`config.mk`:
```
export PLATFORM = sky130hd
export DESIGN_NAME = hsv_to_rgb_converter
export DESIGN_NICKNAME = d
export VERILOG_FILES = /design/src/rtl/hsvrgb_pkg.sv /design/src/rtl/hsvrgb_scale.sv /design/src/rtl/hsv_to_rgb_converter.sv
export SDC_FILE = /design/constraint.sdc
export NUM_CORES = 2
export LEC_CHECK = 0
export BUFFER_PORTS_ARGS = -buffer_cell sky130_fd_sc_hd__buf_2
export CAP_MARGIN = 20
export CORE_ASPECT_RATIO = 1.1
export CORE_MARGIN = 10
export CORE_UTILIZATION = 59
export CTS_CLUSTER_DIAMETER = 100
export DETAILED_ROUTE_END_ITERATION = 16
export GPL_TIMING_DRIVEN = 0
export PLACE_DENSITY = 0.75
export SETUP_SLACK_MARGIN = 0.1
export SLEW_MARGIN = 40
export SYNTH_ARGS = -nofsm -noshare
export SYNTH_HDL_FRONTEND = slang
export SYNTH_SLANG_ARGS = --single-unit
```
`constraint.sdc`:
```
create_clock -name clock -period 6.3 [get_ports clock]
set_clock_uncertainty 0.2 [all_clocks]
set_input_delay 1.26 -clock clock [delete_from_list [all_inputs] [get_ports clock]]
set_output_delay 1.26 -clock clock [all_outputs]
set_load 0.1 [all_outputs]
```
`src/rtl/hsvrgb_pkg.sv`:
```
// shared types, constants and widths for the hsv to rgb converter
package hsvrgb_pkg;

   localparam int unsigned HueW = 9;
   localparam int unsigned PctW = 7;
   localparam int unsigned ChanW = 8;

   localparam int unsigned HueWrap = 360;
   localparam int unsigned SextDeg = 60;
   localparam int unsigned PctMod = 101;
   localparam int unsigned PctFull = 100;
   localparam int unsigned Denom = 600000;
   localparam int unsigned VScale = Denom / PctFull;

   // q in 0..Denom over Denom; (510q + 600000) / 1200000 reduced by 30
   localparam int unsigned QW = 20;
   localparam int unsigned ScaleNum = 17;
   localparam int unsigned ScaleBias = 20000;
   localparam int unsigned ScaleShift = 6;
   localparam int unsigned NumW = 24;
   localparam int unsigned AW = 18;

   // divide by 625 with a reciprocal, then one correction step
   localparam int unsigned RecipDiv = 625;
   localparam int unsigned RecipShift = 25;
   localparam int unsigned RecipMul = (1 << RecipShift) / RecipDiv;
   localparam int unsigned ProdW = 34;

   localparam int unsigned FracW = 6;
   localparam int unsigned SpanW = 2 * PctW;

   typedef enum logic [2:0] {
      SEXT_RED_YEL = 3'd0,
      SEXT_YEL_GRN = 3'd1,
      SEXT_GRN_CYN = 3'd2,
      SEXT_CYN_BLU = 3'd3,
      SEXT_BLU_MAG = 3'd4,
      SEXT_MAG_RED = 3'd5
   } sext_type;

   typedef struct packed {
      logic [HueW-1:0] hue;
      logic [PctW-1:0] saturation;
      logic [PctW-1:0] brightness;
   } req_type;

   typedef struct packed {
      logic [ChanW-1:0] red;
      logic [ChanW-1:0] green;
      logic [ChanW-1:0] blue;
   } rsp_type;

endpackage

```
`src/rtl/hsvrgb_scale.sv`:
```
// scales a fraction over the common denominator to 0..255, three register stages
module hsvrgb_scale (
   input  logic                       clock,
   input  logic [hsvrgb_pkg::QW-1:0]  q,
   output logic [hsvrgb_pkg::ChanW-1:0] y
);
   import hsvrgb_pkg::*;

   logic [NumW-1:0]  num;
   logic [AW-1:0]    a_in, a_ff, a_e_ff;
   logic [ProdW-1:0] prod;
   logic [ChanW-1:0] est_in, est_ff;
   logic [AW-1:0]    rem;
   logic [ChanW-1:0] y_in, y_ff;

   assign num  = NumW'(q) * NumW'(ScaleNum) + NumW'(ScaleBias);
   assign a_in = AW'(num >> ScaleShift);

   // estimate is the quotient or one below it
   assign prod   = ProdW'(a_ff) * ProdW'(RecipMul);
   assign est_in = ChanW'(prod >> RecipShift);

   assign rem  = a_e_ff - AW'(est_ff) * AW'(RecipDiv);
   assign y_in = est_ff + ChanW'(rem >= AW'(RecipDiv));

   always_ff @(posedge clock) begin
      a_ff   <= a_in;
      a_e_ff <= a_ff;
      est_ff <= est_in;
      y_ff   <= y_in;
   end

   assign y = y_ff;

endmodule

```
`src/rtl/hsv_to_rgb_converter.sv`:
```
// hsv to rgb converter: eight-stage pipeline, one beat per clock
// throughput: one beat every cycle; busy stays low, the pipeline never stalls
// each scaled channel passes through a reciprocal multiply and a correction stage
// reset (synchronous, active high) clears all valid bits; results in flight are dropped
module hsv_to_rgb_converter (
   input  logic                  clock,
   input  logic                  reset,
   input  logic                  start,
   output logic                  busy,
   input  hsvrgb_pkg::req_type   req_data,
   output logic                  rsp_strobe,
   output hsvrgb_pkg::rsp_type   rsp_data
);
   import hsvrgb_pkg::*;

   localparam int unsigned ScaleLat = 3;

   // stage 1: wrap inputs, find sextant and fraction
   logic [HueW-1:0]  hm;
   logic [PctW-1:0]  sm, vm;
   sext_type         sext1_in;
   logic [HueW-1:0]  base1;
   logic [FracW-1:0] frac1_in;

   logic             v1_ff, v2_ff, v3_ff, v4_ff;
   sext_type         sext1_ff, sext2_ff, sext3_ff, sext4_ff;
   logic [FracW-1:0] frac1_ff, frac2_ff;
   logic [PctW-1:0]  sm1_ff, vm1_ff;

   assign hm = (req_data.hue >= HueW'(HueWrap)) ? req_data.hue - HueW'(HueWrap) : req_data.hue;
   assign sm = (req_data.saturation >= PctW'(PctMod)) ?
               req_data.saturation - PctW'(PctMod) : req_data.saturation;
   assign vm = (req_data.brightness >= PctW'(PctMod)) ?
               req_data.brightness - PctW'(PctMod) : req_data.brightness;

   always_comb begin
      if (hm >= HueW'(5 * SextDeg)) begin
         sext1_in = SEXT_MAG_RED;
         base1    = HueW'(5 * SextDeg);
      end else if (hm >= HueW'(4 * SextDeg)) begin
         sext1_in = SEXT_BLU_MAG;
         base1    = HueW'(4 * SextDeg);
      end else if (hm >= HueW'(3 * SextDeg)) begin
         sext1_in = SEXT_CYN_BLU;
         base1    = HueW'(3 * SextDeg);
      end else if (hm >= HueW'(2 * SextDeg)) begin
         sext1_in = SEXT_GRN_CYN;
         base1    = HueW'(2 * SextDeg);
      end else if (hm >= HueW'(SextDeg)) begin
         sext1_in = SEXT_YEL_GRN;
         base1    = HueW'(SextDeg);
      end else begin
         sext1_in = SEXT_RED_YEL;
         base1    = '0;
      end
   end

   assign frac1_in = FracW'(hm - base1);

   // stage 2: v*s and v over the common denominator
   logic [SpanW-1:0] vs2_in, vs2_ff;
   logic [QW-1:0]    vq2_in, vq2_ff;

   assign vs2_in = SpanW'(vm1_ff) * SpanW'(sm1_ff);
   assign vq2_in = QW'(vm1_ff) * QW'(VScale);

   // stage 3: minimum and the ramp, v*s times the fraction within the sextant
   logic [QW-1:0] span3_in, mq3_in, span3_ff, mq3_ff, vq3_ff;

   assign span3_in = QW'(vs2_ff) * QW'(frac2_ff);
   assign mq3_in   = vq2_ff - QW'(vs2_ff) * QW'(SextDeg);

   // stage 4: interpolated component, falling in odd sextants
   logic [QW-1:0] xq4_in, xq4_ff, vq4_ff, mq4_ff;

   assign xq4_in = (sext3_ff inside {SEXT_YEL_GRN, SEXT_CYN_BLU, SEXT_MAG_RED}) ?
                   vq3_ff - span3_ff : mq3_ff + span3_ff;

   always_ff @(posedge clock) begin
      if (reset) begin
         v1_ff <= 1'b0;
         v2_ff <= 1'b0;
         v3_ff <= 1'b0;
         v4_ff <= 1'b0;
      end else begin
         v1_ff <= start & ~busy;
         v2_ff <= v1_ff;
         v3_ff <= v2_ff;
         v4_ff <= v3_ff;
      end
   end

   always_ff @(posedge clock) begin
      sext1_ff <= sext1_in;
      frac1_ff <= frac1_in;
      sm1_ff   <= sm;
      vm1_ff   <= vm;
      sext2_ff <= sext1_ff;
      frac2_ff <= frac1_ff;
      vs2_ff   <= vs2_in;
      vq2_ff   <= vq2_in;
      sext3_ff <= sext2_ff;
      span3_ff <= span3_in;
      mq3_ff   <= mq3_in;
      vq3_ff   <= vq2_ff;
      sext4_ff <= sext3_ff;
      xq4_ff   <= xq4_in;
      vq4_ff   <= vq3_ff;
      mq4_ff   <= mq3_ff;
   end

   // stages 5 to 7: scale each component to 255
   logic [ChanW-1:0] v8, m8, x8;

   hsvrgb_scale u_scale_v (.clock(clock), .q(vq4_ff), .y(v8));
   hsvrgb_scale u_scale_m (.clock(clock), .q(mq4_ff), .y(m8));
   hsvrgb_scale u_scale_x (.clock(clock), .q(xq4_ff), .y(x8));

   logic     sv_ff [ScaleLat];
   sext_type ss_ff [ScaleLat];

   always_ff @(posedge clock) begin
      if (reset) begin
         for (int i = 0; i < ScaleLat; i++) begin
            sv_ff[i] <= 1'b0;
         end
      end else begin
         sv_ff[0] <= v4_ff;
         for (int i = 1; i < ScaleLat; i++) begin
            sv_ff[i] <= sv_ff[i-1];
         end
      end
   end

   always_ff @(posedge clock) begin
      ss_ff[0] <= sext4_ff;
      for (int i = 1; i < ScaleLat; i++) begin
         ss_ff[i] <= ss_ff[i-1];
      end
   end

   // stage 8: route by sextant
   rsp_type rsp_in, rsp_ff;
   logic    strobe_ff;

   always_comb begin
      case (ss_ff[ScaleLat-1])
         SEXT_RED_YEL: rsp_in = '{red: v8, green: x8, blue: m8};
         SEXT_YEL_GRN: rsp_in = '{red: x8, green: v8, blue: m8};
         SEXT_GRN_CYN: rsp_in = '{red: m8, green: v8, blue: x8};
         SEXT_CYN_BLU: rsp_in = '{red: m8, green: x8, blue: v8};
         SEXT_BLU_MAG: rsp_in = '{red: x8, green: m8, blue: v8};
         default:      rsp_in = '{red: v8, green: m8, blue: x8};
      endcase
   end

   always_ff @(posedge clock) begin
      if (reset) begin
         strobe_ff <= 1'b0;
      end else begin
         strobe_ff <= sv_ff[ScaleLat-1];
      end
   end

   always_ff @(posedge clock) begin
      rsp_ff <= rsp_in;
   end

   assign busy       = 1'b0;
   assign rsp_strobe = strobe_ff;
   assign rsp_data   = rsp_ff;

endmodule

```
==> impl_metrics.env <==
export IMPL_h_tree_depth=2
export IMPL_clockBufferDepth=3
export IMPL_vias=29000
export IMPL_path_buf_inv=4
export IMPL_crit_path_start_kind="flip-flop"
export IMPL_io_pins=52
export IMPL_grt_pass1_wl_mm=145
export IMPL_synth_area_leaders="fa_1, ha_1, dfxtp_1"
export IMPL_grt_pass1_vias=30600
export IMPL_grt_overflow_total=0
export IMPL_ys_ff_latch=373
export IMPL_end_kind="flip-flop"
export IMPL_worstPathRequired_ps=6590
export IMPL_synth_compound_area_share=0.0943
export IMPL_synth_top_cell_area_share=0.255
export IMPL_post_dp_cell_area_sq_um=43600
export IMPL_synthSimpleGateAreaFrac=0.0871
export IMPL_synth_xor_area_frac=0.0465
export IMPL_status="complete, no violations"
export IMPL_period_minus_slack_ps=6120
export IMPL_grt_max_degree=16
export IMPL_fp_dieW_microns=275
export IMPL_seq_area_frac_synth=0.177
export IMPL_synthAdderAreaFrac=0.499
export IMPL_syn_inst=4347
export IMPL_cts_sinks=373
export IMPL_fin_util=0.645
export IMPL_worst_pin_slew_ps=695
export IMPL_cts_hold_buffers=0
export IMPL_initial_core_util=0.597
export IMPL_syn_nets=5730
export IMPL_vias_per_cell=5.35
export IMPL_core_area_sq_um=70600
export IMPL_fmax_ghz=0.164
export IMPL_first_pass_iters=6
export IMPL_cts_tree="built"
export IMPL_hold_viol=0
export IMPL_ant_nets=0
export IMPL_cp_slowest_stage_delay_ps=570
export IMPL_drtIter0Drc=1405
export IMPL_min_path_type="flip-flop to flip-flop"
export IMPL_cap_violations=0
export IMPL_cts_buffers=45
export IMPL_timing_final_crit_share=0.971
export IMPL_cts_root_buf="clkbuf_16"
export IMPL_synth_edf_count=0
export IMPL_fillers=5542
export IMPL_die_area_sq_um=82600
export IMPL_synthFlopType="dfxtp_1"
export IMPL_synth_mux_area_frac=0.00409
export IMPL_crit_fanout=4
export IMPL_worstPathCellList="ha_4 -> inv_2 -> fa_1 -> inv_1 -> fa_1 -> inv_1 -> fa_2 -> fa_1 -> fa_1 -> inv_1 -> ha_1 -> and3_1 -> a221o_1 -> a221oi_4 -> o2111ai_2 -> nand2_2 -> o21ai_4 -> o41a_1 -> a21oi_2 -> xnor2_1"
export IMPL_antenna_found_initial=1
export IMPL_max_slew_margin=0.533
export IMPL_postSynth_asyncResetShare=0
export IMPL_gp_congestion=0.936
export IMPL_synth_most_common_cell="inv_1"
export IMPL_die_h_microns=300
export IMPL_critical_path_class="flip-flop to flip-flop"
export IMPL_nets=5838
export IMPL_synth_top_area_cell="fa_1"
export IMPL_rows=102
export IMPL_synth_area_sq_um=42200
export IMPL_synth_top_family_by_area="adder cells"
export IMPL_place_hpwl_mm=73.7
export IMPL_portBuffers=50
export IMPL_diodes=0
export IMPL_synth_commonest_cells="inv_1, ha_1, fa_1"
export IMPL_yosysWarnings=0
export IMPL_slowest_stage="fa_2"
export IMPL_drv_slew=0
export IMPL_final_area_sq_um=45500
export IMPL_rsz0062_at_grt="false"
export IMPL_postSynthAreaPerCell_sq_um=9.70
export IMPL_wl_mm=86.8
export IMPL_finalSetupViolCount=0
export IMPL_drc=0
export IMPL_path_delay_family="adder cells"
export IMPL_syn2layout_area_growth_pct=7.99
export IMPL_dp_cells=5333
export IMPL_arrival_ps=6400
export IMPL_setup_tns_ps=0
export IMPL_clk_pin_slew_ps=60
export IMPL_drive_above_1_share=0.0543
export IMPL_insertion_delay_ps=590
export IMPL_wl_per_cell_microns=16.0
export IMPL_fin_cells=5426
export IMPL_grt_total_usage=0.214
export IMPL_netlist_cell_type_count=78
export IMPL_path_common_cell="fa_1"
## flip-flops by register name, indices dropped and copies added, names as in the netlist, 14 cells and up
signal and count:
u_scale_m.a_ff 18, u_scale_v.a_e_ff 18, u_scale_x.a_e_ff 18, vq4_ff 16, vq2_ff 16, vq3_ff 16, mq3_ff 18, rsp_data 24
u_scale_x.a_ff 18, u_scale_m.a_e_ff 18, vs2_ff 14, mq4_ff 18, span3_ff 20, xq4_ff 20, u_scale_v.a_ff 18
## path summary, 6_finish.rpt
check / startpoint / slack, ps / endpoint / depth (start not counted)
min: ss_ff[0][4] / 120 / ss_ff[0][7] / 0
max: u_scale_v.a_ff[14] / 180 / u_scale_v.est_ff[7] / 20
min reg2reg: ss_ff[0][4] / 120 / ss_ff[0][7] / 0
max reg2reg: u_scale_v.a_ff[14] / 180 / u_scale_v.est_ff[7] / 20
## stage by stage
step | hold WS, ps | setup slack (ps)
floorplan | 110 | 543
global placement | 112 | -178
detailed placement | 112 | -280
CTS | 123 | 72.8
global route | 135 | 26.8
finish | 124 | 184
## per-layer routing
layer  routed length (microns)  GRT usage
met5                        13          0
met4                      2980     0.0709
met3                      4160     0.0314
met2                     43200      0.379
met1                     36400      0.264
## worst reg2reg max path, stage by stage (launching register included)
cell	delay [ps]
dfxtp_4	380
ha_4	280
inv_2	70
fa_1	530
inv_1	70
fa_1	540
inv_1	80
fa_2	570
fa_1	420
fa_1	500
inv_1	40
ha_1	250
and3_1	160
a221o_1	410
a221oi_4	400
o2111ai_2	190
nand2_2	130
o21ai_4	80
o41a_1	420
a21oi_2	150
xnor2_1	150
## layout make-up
cell class | instances | area (sq um) | share of cell area
plain buffers | 30 | 124 | 0.00272
clock buffers | 54 | 1190 | 0.0261
clock inverters | 28 | 350 | 0.00769
inverters | 1003 | 3770 | 0.0828
multi-input cells | 2941 | 31100 | 0.682
flip-flops and latches | 373 | 7530 | 0.165
well taps | 936 | 1170 | 0.0257
repair buffers | 61 | 333 | 0.00731
## cell usage in the layout (no fill, tap or decap), types with 14 or more instances in the layout
cell,n
nor2b_1,41
a21o_1,46
or2_2,14
and3_1,31
dfxtp_1,339
o31ai_1,15
and2_1,77
inv_1,991
xnor2_1,143
dfxtp_2,25
mux2i_1,15
nand4_1,23
nand2_1,205
or3_1,18
ha_1,806
xor2_1,80
buf_2,50
o22ai_1,14
o211ai_1,15
o21a_1,42
nand3_1,55
nor3_1,58
a31oi_1,14
o21ai_0,128
nor2_1,143
nand2b_1,39
o21bai_1,19
clkbuf_1,31
fa_1,533
a211oi_1,32
a21oi_1,139
clkbuf_16,45
## logic make-up (layout without fill, tap and decap cells)
group	Yosys count	count (layout)
mux	17	17
fa+ha+maj	1358	1358
compound gates	601	601
other cells	1	1
xor+xnor	224	224
simple gates	740	740
flops	373	373
buf+inv	1033	1176
## what timing repair did
action	4_1_cts	5_1_grt
pin swaps	2	16
resized for setup	10	87
buffers inserted	1	10
setup endpoints to repair	10	12
Power is left out: the tool's default activity adds up to more than one toggle a clock period on the data nets, which glitch-free logic cannot reach.
